[src/hw/rtl/assert_macros.svh]
// Assertion macros shared by the sequencer RTL.
`ifndef ASSERT_MACROS_SVH
`define ASSERT_MACROS_SVH

// Same-cycle implication, disabled during reset.
`define ASSERT_IMPL(label, clk, rst, ante, cons) \
  label: assert property (@(posedge clk) disable iff (rst) (ante) |-> (cons)) \
    else $error("assertion failed: same-cycle implication");

// Next-cycle implication, disabled during reset.
`define ASSERT_NEXT(label, clk, rst, ante, cons) \
  label: assert property (@(posedge clk) disable iff (rst) (ante) |=> (cons)) \
    else $error("assertion failed: next-cycle implication");

`endif

[src/hw/rtl/tkps_pkg.sv]
// Types, constants and helper functions of the timed key press sequencer.
`default_nettype none

package tkps_pkg;

  // Sizing
  localparam int MAX_ENTRIES     = 16;
  localparam int CONCURRENT_KEYS = 3;
  localparam int NUM_KEY_SLOTS   = 3;
  localparam int CNT_W  = $clog2(MAX_ENTRIES + 1);
  localparam int ADDR_W = (MAX_ENTRIES > 1) ? $clog2(MAX_ENTRIES) : 1;

  // Key characters that drive pins
  localparam logic [7:0] KEY_ONE   = 8'h31;
  localparam logic [7:0] KEY_THREE = 8'h33;

  // Press lengths in ticks
  localparam logic [7:0] LEN_PRESS  = 8'd20;
  localparam logic [7:0] LEN_FAST   = 8'd10;
  localparam logic [7:0] LEN_LONG   = 8'd50;
  localparam logic [7:0] LEN_VLONG  = 8'd250;
  localparam logic [7:0] LEN_CLICK  = 8'd10;
  localparam logic [2:0] CLICK_PHASES = 3'd4;

  typedef enum logic {
    OP_APPEND = 1'b0,
    OP_TICK   = 1'b1
  } opcode_t;

  typedef enum logic [2:0] {
    STYLE_PRESS   = 3'd0,
    STYLE_FAST    = 3'd1,
    STYLE_LONG    = 3'd2,
    STYLE_VLONG   = 3'd3,
    STYLE_HOLD    = 3'd4,
    STYLE_RELEASE = 3'd5,
    STYLE_DOUBLE  = 3'd6,
    STYLE_NONE    = 3'd7
  } style_t;

  typedef struct packed {
    logic [15:0]                   wait_ticks;
    style_t                        style;
    logic [NUM_KEY_SLOTS-1:0][7:0] keys;
  } entry_t;

  typedef struct packed {
    opcode_t opcode;
    entry_t  entry;
    logic    last_entry;
  } cmd_item_t;

  typedef struct packed {
    logic [2:0] pin_levels;
    logic       busy_res;
    logic       entry_rejected;
  } res_item_t;

  // Pin mask of the keys of an entry; empty unless the target is zero.
  function automatic logic [2:0] key_mask(input entry_t e, input logic [7:0] target);
    logic [2:0] m;
    logic       go;
    logic [7:0] k;
    m  = '0;
    go = 1'b1;
    for (int i = 0; i < NUM_KEY_SLOTS; i++) begin
      k = e.keys[i];
      if (i >= CONCURRENT_KEYS || k == 8'd0) go = 1'b0;
      if (go && target == 8'd0 && k >= KEY_ONE && k <= KEY_THREE) begin
        m[2'(k - KEY_ONE)] = 1'b1;
      end
    end
    return m;
  endfunction

  // High time of a press style when a key matched.
  function automatic logic [7:0] press_len(input style_t s);
    logic [7:0] len;
    case (s)
      STYLE_PRESS:  len = LEN_PRESS;
      STYLE_FAST:   len = LEN_FAST;
      STYLE_LONG:   len = LEN_LONG;
      STYLE_VLONG:  len = LEN_VLONG;
      STYLE_DOUBLE: len = LEN_CLICK;
      default:      len = 8'd0;
    endcase
    return len;
  endfunction

endpackage

`default_nettype wire

[src/hw/rtl/tkps_cmd_if.sv]
// Command channel: sequence entries and ticks.
`default_nettype none

interface tkps_cmd_if;
  logic        valid;
  logic        ready;
  logic        opcode;
  logic [15:0] wait_ticks;
  logic [2:0]  press_style;
  logic [7:0]  key_code_a;
  logic [7:0]  key_code_b;
  logic [7:0]  key_code_c;
  logic        last_entry;

  modport source (
    output valid, opcode, wait_ticks, press_style,
    output key_code_a, key_code_b, key_code_c, last_entry,
    input  ready
  );
  modport sink (
    input  valid, opcode, wait_ticks, press_style,
    input  key_code_a, key_code_b, key_code_c, last_entry,
    output ready
  );
endinterface

`default_nettype wire

[src/hw/rtl/tkps_res_if.sv]
// Result channel: pin levels and status.
`default_nettype none

interface tkps_res_if;
  logic       valid;
  logic       ready;
  logic [2:0] pin_levels;
  logic       busy_res;
  logic       entry_rejected;

  modport source (
    output valid, pin_levels, busy_res, entry_rejected,
    input  ready
  );
  modport sink (
    input  valid, pin_levels, busy_res, entry_rejected,
    output ready
  );
endinterface

`default_nettype wire

[src/hw/rtl/tkps_in_stage.sv]
// Input register stage of the sequencer.
`default_nettype none

module tkps_in_stage
  import tkps_pkg::*;
(
  input  wire logic  clk,
  input  wire logic  rst,
  tkps_cmd_if.sink   cmd,
  input  wire logic  advance,
  output cmd_item_t  item,
  output logic       item_valid
);

  logic      valid;
  cmd_item_t held;

  // Take a new transaction when empty or when the held one moves on
  assign cmd.ready = !valid || advance;

  always_ff @(posedge clk) begin
    if (rst) begin
      valid <= 1'b0;
    end else if (cmd.ready) begin
      valid <= cmd.valid;
    end
  end

  // Capture the payload
  always_ff @(posedge clk) begin
    if (cmd.valid && cmd.ready) begin
      held.opcode           <= opcode_t'(cmd.opcode);
      held.entry.wait_ticks <= cmd.wait_ticks;
      held.entry.style      <= style_t'(cmd.press_style);
      held.entry.keys[0]    <= cmd.key_code_a;
      held.entry.keys[1]    <= cmd.key_code_b;
      held.entry.keys[2]    <= cmd.key_code_c;
      held.last_entry       <= cmd.last_entry;
    end
  end

  assign item       = held;
  assign item_valid = valid;

endmodule

`default_nettype wire

[src/hw/rtl/tkps_engine.sv]
// Sequencer state, entry store and per-transaction update logic.
`default_nettype none

`include "assert_macros.svh"

module tkps_engine
  import tkps_pkg::*;
(
  input  wire logic       clk,
  input  wire logic       rst,
  input  wire logic       cfg_we,
  input  wire logic [7:0] cfg_wdata,
  input  wire cmd_item_t  item,
  input  wire logic       fire,
  output res_item_t       result
);

  localparam logic [CNT_W-1:0] MAX_CNT = CNT_W'(MAX_ENTRIES);

  entry_t           store [MAX_ENTRIES];
  logic [7:0]       target_unit;
  logic [CNT_W-1:0] entry_count, entry_count_next;
  logic [CNT_W-1:0] load_index, load_index_next;
  logic [CNT_W-1:0] play_index, play_index_next;
  logic [15:0]      wait_counter, wait_counter_next;
  logic             press_active, press_active_next;
  logic [7:0]       press_counter, press_counter_next;
  logic [7:0]       press_length, press_length_next;
  logic [2:0]       click_phase, click_phase_next;
  logic [2:0]       pin_register, pin_register_next;
  logic             store_we;
  logic             rejected;
  logic             done;
  entry_t           cur;
  logic [2:0]       mask;

  // Read the entry being played
  assign cur  = store[play_index[ADDR_W-1:0]];
  assign mask = key_mask(cur, target_unit);

  // Compute the next state for one transaction
  always_comb begin
    entry_count_next   = entry_count;
    load_index_next    = load_index;
    play_index_next    = play_index;
    wait_counter_next  = wait_counter;
    press_active_next  = press_active;
    press_counter_next = press_counter;
    press_length_next  = press_length;
    click_phase_next   = click_phase;
    pin_register_next  = pin_register;
    store_we           = 1'b0;
    rejected           = 1'b0;
    done               = 1'b1;
    if (fire) begin
      if (item.opcode == OP_APPEND) begin
        if (entry_count != '0 || load_index >= MAX_CNT) begin
          rejected = 1'b1;
        end else begin
          store_we        = 1'b1;
          load_index_next = load_index + 1'b1;
          if (item.last_entry) begin
            entry_count_next   = load_index + 1'b1;
            play_index_next    = '0;
            wait_counter_next  = '0;
            press_active_next  = 1'b0;
            press_counter_next = '0;
            press_length_next  = '0;
            click_phase_next   = '0;
          end
        end
      end else if (entry_count != '0) begin
        if (play_index >= entry_count || play_index >= MAX_CNT) begin
          // Sequence complete
          entry_count_next = '0;
          load_index_next  = '0;
          play_index_next  = '0;
        end else if (press_active) begin
          if (press_counter >= press_length) begin
            press_counter_next = '0;
            if (cur.style == STYLE_PRESS || cur.style == STYLE_FAST ||
                cur.style == STYLE_LONG || cur.style == STYLE_VLONG) begin
              pin_register_next = pin_register & ~mask;
            end else if (cur.style == STYLE_DOUBLE && click_phase < CLICK_PHASES &&
                         mask != '0) begin
              pin_register_next = click_phase[0] ? (pin_register & ~mask)
                                                 : (pin_register | mask);
              done = 1'b0;
            end
            if (done) begin
              press_active_next = 1'b0;
              wait_counter_next = '0;
              play_index_next   = play_index + 1'b1;
            end else begin
              click_phase_next = click_phase + 3'd1;
            end
          end else begin
            press_counter_next = press_counter + 8'd1;
          end
        end else if (wait_counter >= cur.wait_ticks) begin
          // Start the press
          case (cur.style)
            STYLE_RELEASE: pin_register_next = pin_register & ~mask;
            STYLE_NONE:    pin_register_next = pin_register;
            default:       pin_register_next = pin_register | mask;
          endcase
          press_length_next  = (mask != '0) ? press_len(cur.style) : 8'd0;
          wait_counter_next  = '0;
          press_counter_next = '0;
          press_active_next  = 1'b1;
          click_phase_next   = (cur.style == STYLE_DOUBLE) ? 3'd1 : 3'd0;
        end else begin
          wait_counter_next = wait_counter + 16'd1;
        end
      end
    end
  end

  // Drive the result of this transaction
  always_comb begin
    result.pin_levels     = pin_register_next;
    result.busy_res       = (entry_count_next != '0);
    result.entry_rejected = rejected;
  end

  // Hold control state
  always_ff @(posedge clk) begin
    if (rst) begin
      entry_count   <= '0;
      load_index    <= '0;
      play_index    <= '0;
      wait_counter  <= '0;
      press_active  <= 1'b0;
      press_counter <= '0;
      press_length  <= '0;
      click_phase   <= '0;
      pin_register  <= '0;
    end else begin
      entry_count   <= entry_count_next;
      load_index    <= load_index_next;
      play_index    <= play_index_next;
      wait_counter  <= wait_counter_next;
      press_active  <= press_active_next;
      press_counter <= press_counter_next;
      press_length  <= press_length_next;
      click_phase   <= click_phase_next;
      pin_register  <= pin_register_next;
    end
  end

  // Target register
  always_ff @(posedge clk) begin
    if (rst) begin
      target_unit <= '0;
    end else if (cfg_we) begin
      target_unit <= cfg_wdata;
    end
  end

  // Write appended entries
  always_ff @(posedge clk) begin
    if (store_we) begin
      store[load_index[ADDR_W-1:0]] <= item.entry;
    end
  end

  `ASSERT_NEXT(a_armed_load_hold, clk, rst, fire && item.opcode == OP_APPEND && entry_count != '0, $stable(load_index))
  `ASSERT_IMPL(a_count_matches_load, clk, rst, entry_count != '0, load_index == entry_count)
  `ASSERT_NEXT(a_idle_pins_hold, clk, rst, fire && item.opcode == OP_TICK && entry_count == '0, $stable(pin_register))

endmodule

`default_nettype wire

[src/hw/rtl/tkps_out_stage.sv]
// Result register stage of the sequencer.
`default_nettype none

module tkps_out_stage
  import tkps_pkg::*;
(
  input  wire logic      clk,
  input  wire logic      rst,
  input  wire logic      fire,
  input  wire res_item_t result,
  tkps_res_if.source     res,
  output logic           advance
);

  logic      valid;
  res_item_t held;

  // Load when empty or when the consumer takes the held result
  assign advance = !valid || res.ready;

  always_ff @(posedge clk) begin
    if (rst) begin
      valid <= 1'b0;
    end else if (advance) begin
      valid <= fire;
    end
  end

  always_ff @(posedge clk) begin
    if (fire) begin
      held <= result;
    end
  end

  assign res.valid          = valid;
  assign res.pin_levels     = held.pin_levels;
  assign res.busy_res       = held.busy_res;
  assign res.entry_rejected = held.entry_rejected;

endmodule

`default_nettype wire

[src/hw/rtl/timed_key_press_sequencer_core.sv]
// Top level of the timed key press sequencer.
`default_nettype none

// Each command transaction (append an entry or advance one tick) yields one
// result transaction with the relay pin levels, the busy flag and the reject
// flag. A transaction is accepted every cycle while the result side keeps up.
// The command is registered in the input register, and the single-pass update
// loads its result into the result register, which drives res. A result that
// waits in the result register holds the command behind it in the input
// register. The entry store is a register file of MAX_ENTRIES entries read at
// the play index, with no clearing pass after reset. The target register is
// written through cfg_we/cfg_wdata and applies to ticks processed after the
// write.
module timed_key_press_sequencer_core
  import tkps_pkg::*;
(
  input  wire logic       clk,
  input  wire logic       rst,
  input  wire logic       cfg_we,
  input  wire logic [7:0] cfg_wdata,
  tkps_cmd_if.sink        cmd,
  tkps_res_if.source      res
);

  cmd_item_t item;
  logic      item_valid;
  logic      advance;
  logic      fire;
  res_item_t result;

  // Process the held command when the result register can take its result
  assign fire = item_valid && advance;

  tkps_in_stage u_in_stage (
    .clk        (clk),
    .rst        (rst),
    .cmd        (cmd),
    .advance    (advance),
    .item       (item),
    .item_valid (item_valid)
  );

  tkps_engine u_engine (
    .clk       (clk),
    .rst       (rst),
    .cfg_we    (cfg_we),
    .cfg_wdata (cfg_wdata),
    .item      (item),
    .fire      (fire),
    .result    (result)
  );

  tkps_out_stage u_out_stage (
    .clk     (clk),
    .rst     (rst),
    .fire    (fire),
    .result  (result),
    .res     (res),
    .advance (advance)
  );

endmodule

`default_nettype wire

[src/flat_wrapper.sv]
// flat-port wrapper written by rule: the top's interface ports become plain ports
module timed_key_press_sequencer_core_flat import tkps_pkg::*;
  (clk, rst, cfg_we, cfg_wdata, cmd_valid, cmd_opcode, cmd_wait_ticks, cmd_press_style, cmd_key_code_a, cmd_key_code_b, cmd_key_code_c, cmd_last_entry, cmd_ready, res_valid, res_pin_levels, res_busy_res, res_entry_rejected, res_ready);
  tkps_cmd_if cmd_i ();
  tkps_res_if res_i ();
  input  wire logic clk;
  input  wire logic rst;
  input  wire logic cfg_we;
  input  wire logic [7:0] cfg_wdata;
  input wire logic [$bits(cmd_i.valid)-1:0] cmd_valid;
  input wire logic [$bits(cmd_i.opcode)-1:0] cmd_opcode;
  input wire logic [$bits(cmd_i.wait_ticks)-1:0] cmd_wait_ticks;
  input wire logic [$bits(cmd_i.press_style)-1:0] cmd_press_style;
  input wire logic [$bits(cmd_i.key_code_a)-1:0] cmd_key_code_a;
  input wire logic [$bits(cmd_i.key_code_b)-1:0] cmd_key_code_b;
  input wire logic [$bits(cmd_i.key_code_c)-1:0] cmd_key_code_c;
  input wire logic [$bits(cmd_i.last_entry)-1:0] cmd_last_entry;
  output wire logic [$bits(cmd_i.ready)-1:0] cmd_ready;
  output wire logic [$bits(res_i.valid)-1:0] res_valid;
  output wire logic [$bits(res_i.pin_levels)-1:0] res_pin_levels;
  output wire logic [$bits(res_i.busy_res)-1:0] res_busy_res;
  output wire logic [$bits(res_i.entry_rejected)-1:0] res_entry_rejected;
  input wire logic [$bits(res_i.ready)-1:0] res_ready;
  assign cmd_i.valid = cmd_valid;
  assign cmd_i.opcode = cmd_opcode;
  assign cmd_i.wait_ticks = cmd_wait_ticks;
  assign cmd_i.press_style = cmd_press_style;
  assign cmd_i.key_code_a = cmd_key_code_a;
  assign cmd_i.key_code_b = cmd_key_code_b;
  assign cmd_i.key_code_c = cmd_key_code_c;
  assign cmd_i.last_entry = cmd_last_entry;
  assign cmd_ready = cmd_i.ready;
  assign res_valid = res_i.valid;
  assign res_pin_levels = res_i.pin_levels;
  assign res_busy_res = res_i.busy_res;
  assign res_entry_rejected = res_i.entry_rejected;
  assign res_i.ready = res_ready;
  timed_key_press_sequencer_core u_core (.clk(clk), .rst(rst), .cfg_we(cfg_we), .cfg_wdata(cfg_wdata), .cmd(cmd_i), .res(res_i));
endmodule
[config.mk]
export PLATFORM = sky130hd
export DESIGN_NAME = timed_key_press_sequencer_core_flat
export DESIGN_NICKNAME = d
export VERILOG_FILES = /design/src/hw/rtl/tkps_pkg.sv /design/src/hw/rtl/tkps_cmd_if.sv /design/src/hw/rtl/tkps_res_if.sv /design/src/hw/rtl/tkps_in_stage.sv /design/src/hw/rtl/tkps_engine.sv /design/src/hw/rtl/tkps_out_stage.sv /design/src/hw/rtl/timed_key_press_sequencer_core.sv /design/src/flat_wrapper.sv
export VERILOG_INCLUDE_DIRS = /design/src /design/src/hw/rtl
export SDC_FILE = /design/constraint.sdc
export NUM_CORES = 1
export LEC_CHECK = 0
export BUFFER_PORTS_ARGS = -buffer_cell sky130_fd_sc_hd__buf_2
export CAP_MARGIN = 25
export CORE_ASPECT_RATIO = 2
export CORE_MARGIN = 5
export CORE_UTILIZATION = 59
export CTS_CLUSTER_DIAMETER = 120
export DETAILED_ROUTE_END_ITERATION = 8
export GPL_ROUTABILITY_DRIVEN = 1
export PLACE_DENSITY = 0.75
export SLEW_MARGIN = 20
export SYNTH_ARGS = -nofsm -noshare
export SYNTH_HDL_FRONTEND = slang
export SYNTH_SLANG_ARGS = --single-unit
[constraint.sdc]
create_clock -name clk -period 7.1 [get_ports clk]
set_input_delay 0.71 -clock clk [delete_from_list [all_inputs] [get_ports clk]]
set_output_delay 0.71 -clock clk [all_outputs]
set_load 0.01 [all_outputs]
# Word level (Yosys, flattened, before mapping)
# Memory sizes are Yosys's and may differ from the RTL's. A register that Yosys moved wholly into a read port is not among the register bits.
# Cells that the tools add are included.
dict set report classes {
  order_cmp 18
  muxes 100
  n_reduce_logical 42
  n_eq_ne 19
  addsub 8
  bitwise_logic 5
}
# operator count
set op_table {}
lappend op_table {{$mux 16} 9}
lappend op_table {{$mux 8} 14}
lappend op_table {{$mux 5} 18}
lappend op_table {{$mux 3} 22}
lappend op_table {{$logic_not 8->1} 4}
lappend op_table {{$pmux 8 s4} 1}
lappend op_table {{$mux 1} 30}
lappend op_table {{$ge 8x6->1 const B} 3}
lappend op_table {{$le 8x6->1 const B} 3}
lappend op_table {{$ne 3x3->1 const B} 7}
lappend op_table {{$reduce_and 7->1} 3}
lappend op_table {{$add 16x1->16 const B} 1}
lappend op_table {{$ge 16x16->1} 1}
lappend op_table {{$logic_and 1x1->1} 16}
lappend op_table {{$add 5x1->5 const B} 2}
lappend op_table {{$ge 5x5->1 const B} 2}
lappend op_table {{$ne 2x2->1 const B} 5}
lappend op_table {{$reduce_bool 5->1} 2}
lappend op_table {{$eq 3x3->1 const B} 3}
lappend op_table {{$lt 2x3->1 const B} 3}
lappend op_table {{$or 3x3->3} 3}
lappend op_table {{$add 8x1->8 const B} 1}
lappend op_table {{$ge 8x8->1} 1}
lappend op_table {{$mux 4} 2}
lappend op_table {{other kinds (22)} 36}
dict set report word_totals {
  ram_bits 688
  n_memories 1
  register_bits 114
  in_bits 58
  out_inout_bits 7
  elab_cells 215
}
# name depth word_bits read_ports rd_ports_with_merged_regs wr line
set mem_list {}
lappend mem_list {u_core.u_engine.store 16 43 1 1 1 tkps_engine.sv:20} ;# entry_t store [MAX_ENTRIES];

# Longest topological paths before layout
# Gate-level depths: netlist of the first run.
dict set report depth {
  depth_word 28
  depth_mapped 21
  mapped_depth_nobuf 13
}

# Cells and area by module
# Synthesis of the first run repeated with hierarchy kept, for this count alone.
dict set report unflattened {
  cells_unflattened 1681
  area_unflattened_um2 31362.6
}
# mod cells_each seq_area_each_um2 n_inst area_per_inst_um2
set modules_own_cells {}
lappend modules_own_cells {tkps_engine 1621 21941.0 1 29753.5}
lappend modules_own_cells {tkps_in_stage 50 1371.3 1 1406.3}
lappend modules_own_cells {tkps_out_stage 9 170.2 1 196.4}
lappend modules_own_cells {timed_key_press_sequencer_core 1 0.0 1 6.3}

# Least setup slack after synthesis of the first run
# Ideal clock, no wire load.
dict set report synth_timing {
  path_kind {reg-to-reg}
  from {reg (tool-made name)}
  to {reg u_core.u_out_stage.held, in the netlist u_core.u_out_stage.res.pin_levels[0] (data pin)}
  arrival_ns 5.055
  path_slack_ns 1.786
  path_buffers 8
  required_ns 6.842
  period_less_slack_ns 5.314
  path_stages_with_launch 20
  setup_time_ns 0.258
  cell_sequence {dfxtp_1 > buf_6 > buf_12 > buf_12 > buf_8 > buf_6 > buf_2 > buf_2 > buf_1 > mux4_2 > mux4_2 > ha_1 > nor2b_1 > o21ai_0 > a21oi_1 > o41ai_1 > nor2_1 > or4_1 > a21oi_1 > nor3_1}
}
# element line
set synth_lines {}
lappend synth_lines {{end signal: assignment} tkps_out_stage.sv:31} ;# held <= result;
lappend synth_lines {{end: declaration} tkps_out_stage.sv:16} ;# res_item_t held;

==> results of run 1 <==
## registers in the layout, summed over array words and instances (netlist names), 3 cells and up, named ones only
name                               count
u_core.u_engine.press_length           6
u_core.u_engine.target_unit            8
u_core.u_engine.press_counter          8
u_core.u_engine.click_phase            3
u_core.u_out_stage.res.pin_levels      3
u_core.u_in_stage.item                45
u_core.u_engine.entry_count            5
u_core.u_engine.play_index             5
u_core.u_engine.pin_register           3
u_core.u_engine.store                688
u_core.u_engine.wait_counter          16
u_core.u_engine.load_index             5
## cells in the final DEF (no fill, tap or decap), types with 14 or more instances in the layout
cell	instances
nor3_1	37
a21oi_1	48
nor4_1	30
buf_4	30
buf_2	64
clkbuf_1	14
edfxtp_1	738
nand3_1	36
ha_1	36
dfxtp_1	62
nor2_1	73
inv_1	41
nand2_1	66
clkbuf_16	71
o21ai_0	31
mux4_2	141
## per-layer routing
layer	part of all wire [%]	wire length (um)	track usage, %
met1	36	24300	28.7
met3	6.4	4380	3.08
met5	0	0	0
met4	3.9	2640	9.57
met2	54	36700	42.6
## power breakdown
| group | internal [W] | switching, W |
|---|---|---|
| Clock | 0.00199 | 0.00162 |
| Combinational | 0.0000393 | 0.0000687 |
| Sequential | 0.00520 | 0.0000653 |
## layout make-up
cell class	instances	share of cell area, %
timing repair buffer	97	1.75
clock buffer	86	5.34
multi-input combinational	753	21.1
tap	665	2.41
inverter	43	0.468
clock inverter	33	0.809
sequential	804	68.1
## stage by stage
| step | cell area (um2) | power (W) |
|---|---|---|
| 5_1_grt | 34500 | 0.00926 |
| 6_report | 34500 | 0.00899 |
| 3_3_place_gp | 32300 | 0.00547 |
| 2_1_floorplan | 31200 | 0.00540 |
| 4_1_cts | 34400 | 0.00904 |
| 3_5_place_dp | 32300 | 0.00547 |
## worst max-delay path: stages, from the launching register on
cell	delay, ns
dfxtp_4	0.88
buf_4	0.40
mux4_2	0.35
mux4_2	0.47
inv_1	0.08
ha_1	0.25
a2111oi_0	0.39
nand2_1	0.09
a21oi_1	0.14
o41ai_1	0.10
buf_4	0.16
nor3_1	0.43
nor2_1	0.25
or4_1	0.58
a21oi_1	0.16
## cells in the mapped netlist, types with 24 or more instances
| cell | count | area share [%] |
|---|---|---|
| nand3_1 | 36 | 0.58 |
| nor2_1 | 85 | 1.0 |
| o21ai_0 | 31 | 0.50 |
| clkbuf_1 | 24 | 0.29 |
| nand2_1 | 66 | 0.79 |
| nor3_1 | 41 | 0.66 |
| mux4_2 | 141 | 10 |
| edfxtp_1 | 738 | 71 |
| inv_1 | 41 | 0.49 |
| a21oi_1 | 48 | 0.77 |
| nor4_1 | 30 | 0.60 |
| dfxtp_1 | 66 | 4.2 |
| ha_1 | 36 | 1.4 |
## cells by family after synthesis
| group | after synthesis |
|---|---|
| flip-flops | 804 |
| AND/OR/NAND/NOR | 366 |
| AO/OA/AOI/OAI | 180 |
| multiplexers | 160 |
| buffers and inverters | 106 |
| adder cells (fa/ha/maj) | 36 |
| XOR/XNOR | 11 |
## worst min path at each step
| stage | to | slack (ns) | cells past startpoint |
|---|---|---|---|
| final | u_core.u_in_stage.item[0] | 0.27 | 1 |
| after global routing | u_core.u_in_stage.item[26] | 0.26 | 1 |
| after CTS | u_core.u_in_stage.item[0] | 0.24 | 1 |
| after detailed placement | u_core.u_engine.press_length[1] | 0.48 | 1 |
| after global placement | u_core.u_engine.press_length[1] | 0.47 | 1 |
| after floorplan | u_core.u_engine.press_length[3] | 0.44 | 1 |
==> impl_metrics.tcl, run 1 <==
set metrics [dict create \
    status "finished clean" \
    grt_pass1_wl_um 102000 \
    area_delta_synth_final_pct 10.6 \
    syn_inst 1663 \
    clock-sinks 804 \
    cts_tree "built" \
    dpl.hpwl_um 38400 \
    ys_warn_count 0 \
    via_count 16000 \
    cp-endpoint "u_core.u_engine.wait_counter[3]" \
    grt_use_total_pct 23.5 \
    synth_cell_type_count 78 \
    min-delay-start "cmd_last_entry" \
    hold_viol 0 \
    synthXorXnorAreaFrac_pct 0.309 \
    post-place-ws_ns 1.83 \
    clk_latency_ns 0.61 \
    initial_core_util_pct 59.3 \
    syn_avg_cell_area_um2 18.7 \
    setup_viol 0 \
    rsz0062_at_grt "no" \
    arrival_ns 5.44 \
    drc 0 \
    postCtsSetupBuffers 0 \
    synth_top_family_by_area "multiplexers" \
    cts_resized 0 \
    die_height_um 335 \
    num-fill-cells 3402 \
    reg2reg_to "u_core.u_engine.wait_counter[3]" \
    nets 1861 \
    critPathLaunchType "register" \
    synth-edff-count 738 \
    finalMaxSlewViolations 0 \
    gp_congestion 0.869 \
    io_buffers 64 \
    grt_max_degree 72 \
    first_iter_violations 1576 \
    fin_hold_ws_ns 0.266 \
    seq_area_um2 23500 \
    wl_um 68100 \
    io_pins 65 \
    max_slew_margin_pct 33.9 \
    tightest_slew_ns 0.985 \
    fmax_ghz 0.203 \
    synthArstFlopShare_pct 0 \
    drive_gt1_share_pct 21.1 \
    r2r_slack_ns 2.17 \
    first_pass_iters 6 \
    path_max_fanout 59 \
    ys_seq_area_share_pct 75.3 \
    grt_pass1_vias 16700 \
    drtAntennaViolNets 0 \
    finalSetupTns_ns 0 \
    synth-simple-area-share_pct 6.26 \
    synth_mux_area_share_pct 10.9 \
    synth_ff_type "edfxtp_1" \
    worstSetupEndpointType "register" \
    min_period_ns 4.93 \
    synth_fp_nets 1757 \
    period_share_pct 69.4 \
    cts.hold.buffers_added 0 \
    finalWorstSetupSlack_ns 2.17 \
    root_buffer "clkbuf_16" \
    r2r_cells 14 \
    p_leak_nw 10.8 \
    maxCapViolCount 0 \
    clk_path_buf_depth 3 \
    fin_skew_ns 0.0312 \
    fin_cells 2481 \
    diodes 0 \
    crit_type "reg -> reg" \
    fin_util_pct 65.6 \
    p_per_area_nw_per_um2 261 \
    syn-cell-area_um2 31200 \
    grt-ovfl-total 0 \
    path_clk_slew_ns 0.07 \
    ys_seq_elements 804 \
    ir_drop_mv 0.321 \
    dieWidth_um 173 \
    hold_class "in -> reg" \
    synth_compound_area_share_pct 4.03 \
    antenna_found_initial 0 \
    routed_via_density 6.46 \
    synthAdderAreaFrac_pct 1.44 \
    core_um2 52600 \
    numCtsBuffers 68 \
    cts_max_level 3 \
    dp_cells 2359 \
    route.detailed.wl_per_inst_um 27.4 \
    critical_path_required_ns 7.61 \
    die-area_um2 57800 \
    multi_input_area_um2 7270 \
    num_rows 119 \
]
No activity file was read; power rests on OpenSTA's default activity.
==> run 2, diff against run 1 <==
==> constraint.sdc (replaced) <==
create_clock -name clk -period 5.05 [get_ports clk]
set_input_delay 0.505 -clock clk [delete_from_list [all_inputs] [get_ports clk]]
set_output_delay 0.505 -clock clk [all_outputs]
set_load 0.01 [all_outputs]
==> impl_metrics.tcl, run 2 (synthesis results as in run 1) <==
set metrics [dict create \
    fin_skew_ns 0.0271 \
    post-place-ws_ns 0.353 \
    fin_hold_ws_ns 0.0647 \
    clk_path_buf_depth 3 \
    root_buffer "clkbuf_16" \
    grt_pass1_wl_um 103000 \
    dieWidth_um 173 \
    crit_type "reg -> reg" \
    first_pass_iters 5 \
    drtAntennaViolNets 0 \
    worstHoldPathCells 1 \
    r2r_slack_ns 0.39 \
    drive_gt1_share_pct 21.6 \
    path_max_fanout 47 \
    min_period_ns 4.66 \
    seq_area_um2 23500 \
    dp_cells 2376 \
    nets 1876 \
    mostFrequentLayoutCells "738 x edfxtp_1, 141 x mux4_2, 73 x nor2_1" \
    r2r_cells 14 \
    die-area_um2 57800 \
    cts_resized 0 \
    clock-sinks 804 \
    cts_max_level 3 \
    hold_viol 0 \
    first_iter_violations 1557 \
    fin_cells 2501 \
    finalMaxSlewViolations 0 \
    grt_pass1_vias 17000 \
    path_clk_slew_ns 0.06 \
    critical_path_required_ns 5.57 \
    status "finished clean" \
    die_height_um 335 \
    grt_max_degree 52 \
    numCtsBuffers 68 \
    setup_viol 0 \
    arrival_ns 5.18 \
    routed_via_density 6.46 \
    num-fill-cells 3452 \
    gp_congestion 0.866 \
    cts_tree "built" \
    fmax_ghz 0.215 \
    postCtsSetupBuffers 0 \
    io_buffers 64 \
    clk_latency_ns 0.62 \
    cts.hold.buffers_added 0 \
    area_delta_synth_final_pct 11.4 \
    multi_input_area_um2 7290 \
    min-delay-start "cmd_key_code_a[7]" \
    p_leak_nw 10.9 \
    period_share_pct 92.2 \
    io_pins 65 \
    rsz0062_at_grt "no" \
    drc 0 \
    tightest_slew_ns 0.919 \
    largest_reg_flops 688 \
    max_slew_margin_pct 38.7 \
    hold_class "in -> reg" \
    worstSetupEndpointType "register" \
    initial_core_util_pct 59.3 \
    dpl.hpwl_um 40000 \
    grt_use_total_pct 23.7 \
    wl_um 68300 \
    finalWorstSetupSlack_ns 0.394 \
    finalSetupTns_ns 0 \
    diodes 0 \
    via_count 16200 \
    grt-ovfl-total 0 \
    final_common_cell "edfxtp_1" \
    ir_drop_mv 0.320 \
    antenna_found_initial 1 \
    maxCapViolCount 0 \
    core_um2 52600 \
    p_per_area_nw_per_um2 368 \
    route.detailed.wl_per_inst_um 27.3 \
    num_rows 119 \
    critPathLaunchType "register" \
]
==> run 2: final timing paths <==
| path | endpoint |
|---|---|
| max | u_core.u_engine.wait_counter[3] |
| min | u_core.u_in_stage.item[8] |
| max reg2reg | u_core.u_engine.wait_counter[3] |
| min reg2reg | u_core.u_engine.press_length[1] |
==> run 2: worst max-delay path: stages, from the launching register on <==
cell and delay (ns):
dfxtp_4 0.76, buf_12 0.40, mux4_2 0.56, mux4_2 0.48, inv_1 0.08, ha_1 0.24
and3_1 0.17, a21oi_1 0.17, o41ai_1 0.10, buf_4 0.16, nor3_1 0.42, nor2_1 0.10
buf_4 0.23, or4_1 0.52, a21oi_1 0.15
==> run 2: final cells by class <==
type / instances / area share (%)
multi-input cells: 753 / 21.0
repair buffers: 112 / 2.11
inverters: 43 / 0.465
clock inverters: 40 / 1.12
well taps: 665 / 2.40
clock buffers: 84 / 5.26
flip-flops and latches: 804 / 67.7
==> run 2: metrics by stage <==
step           power, W  utilization, %  area (um2)
2_1_floorplan   0.00759               -       31200
3_3_place_gp    0.00768            61.8       32500
3_5_place_dp    0.00770            61.8       32500
4_1_cts          0.0129            66.1       34700
5_1_grt          0.0132            66.1       34700
6_report         0.0128            66.1       34700
==> run 2: power by group <==
group / total, W / switching [W] / internal [W]
Sequential: 0.00740 / 0.0000934 / 0.00731
Clock: 0.00523 / 0.00229 / 0.00294
Combinational: 0.000153 / 0.0000969 / 0.0000560
==> run 2: routing by layer <==
| layer | up-vias | wire length, um | global-route usage [%] |
|---|---|---|---|
| met5 | - | 0 | 0 |
| li1 | 7002 | - | - |
| met2 | 647 | 37600 | 43.7 |
| met3 | 161 | 3660 | 2.75 |
| met4 | 0 | 3050 | 10.5 |
| met1 | 8340 | 24000 | 27.9 |
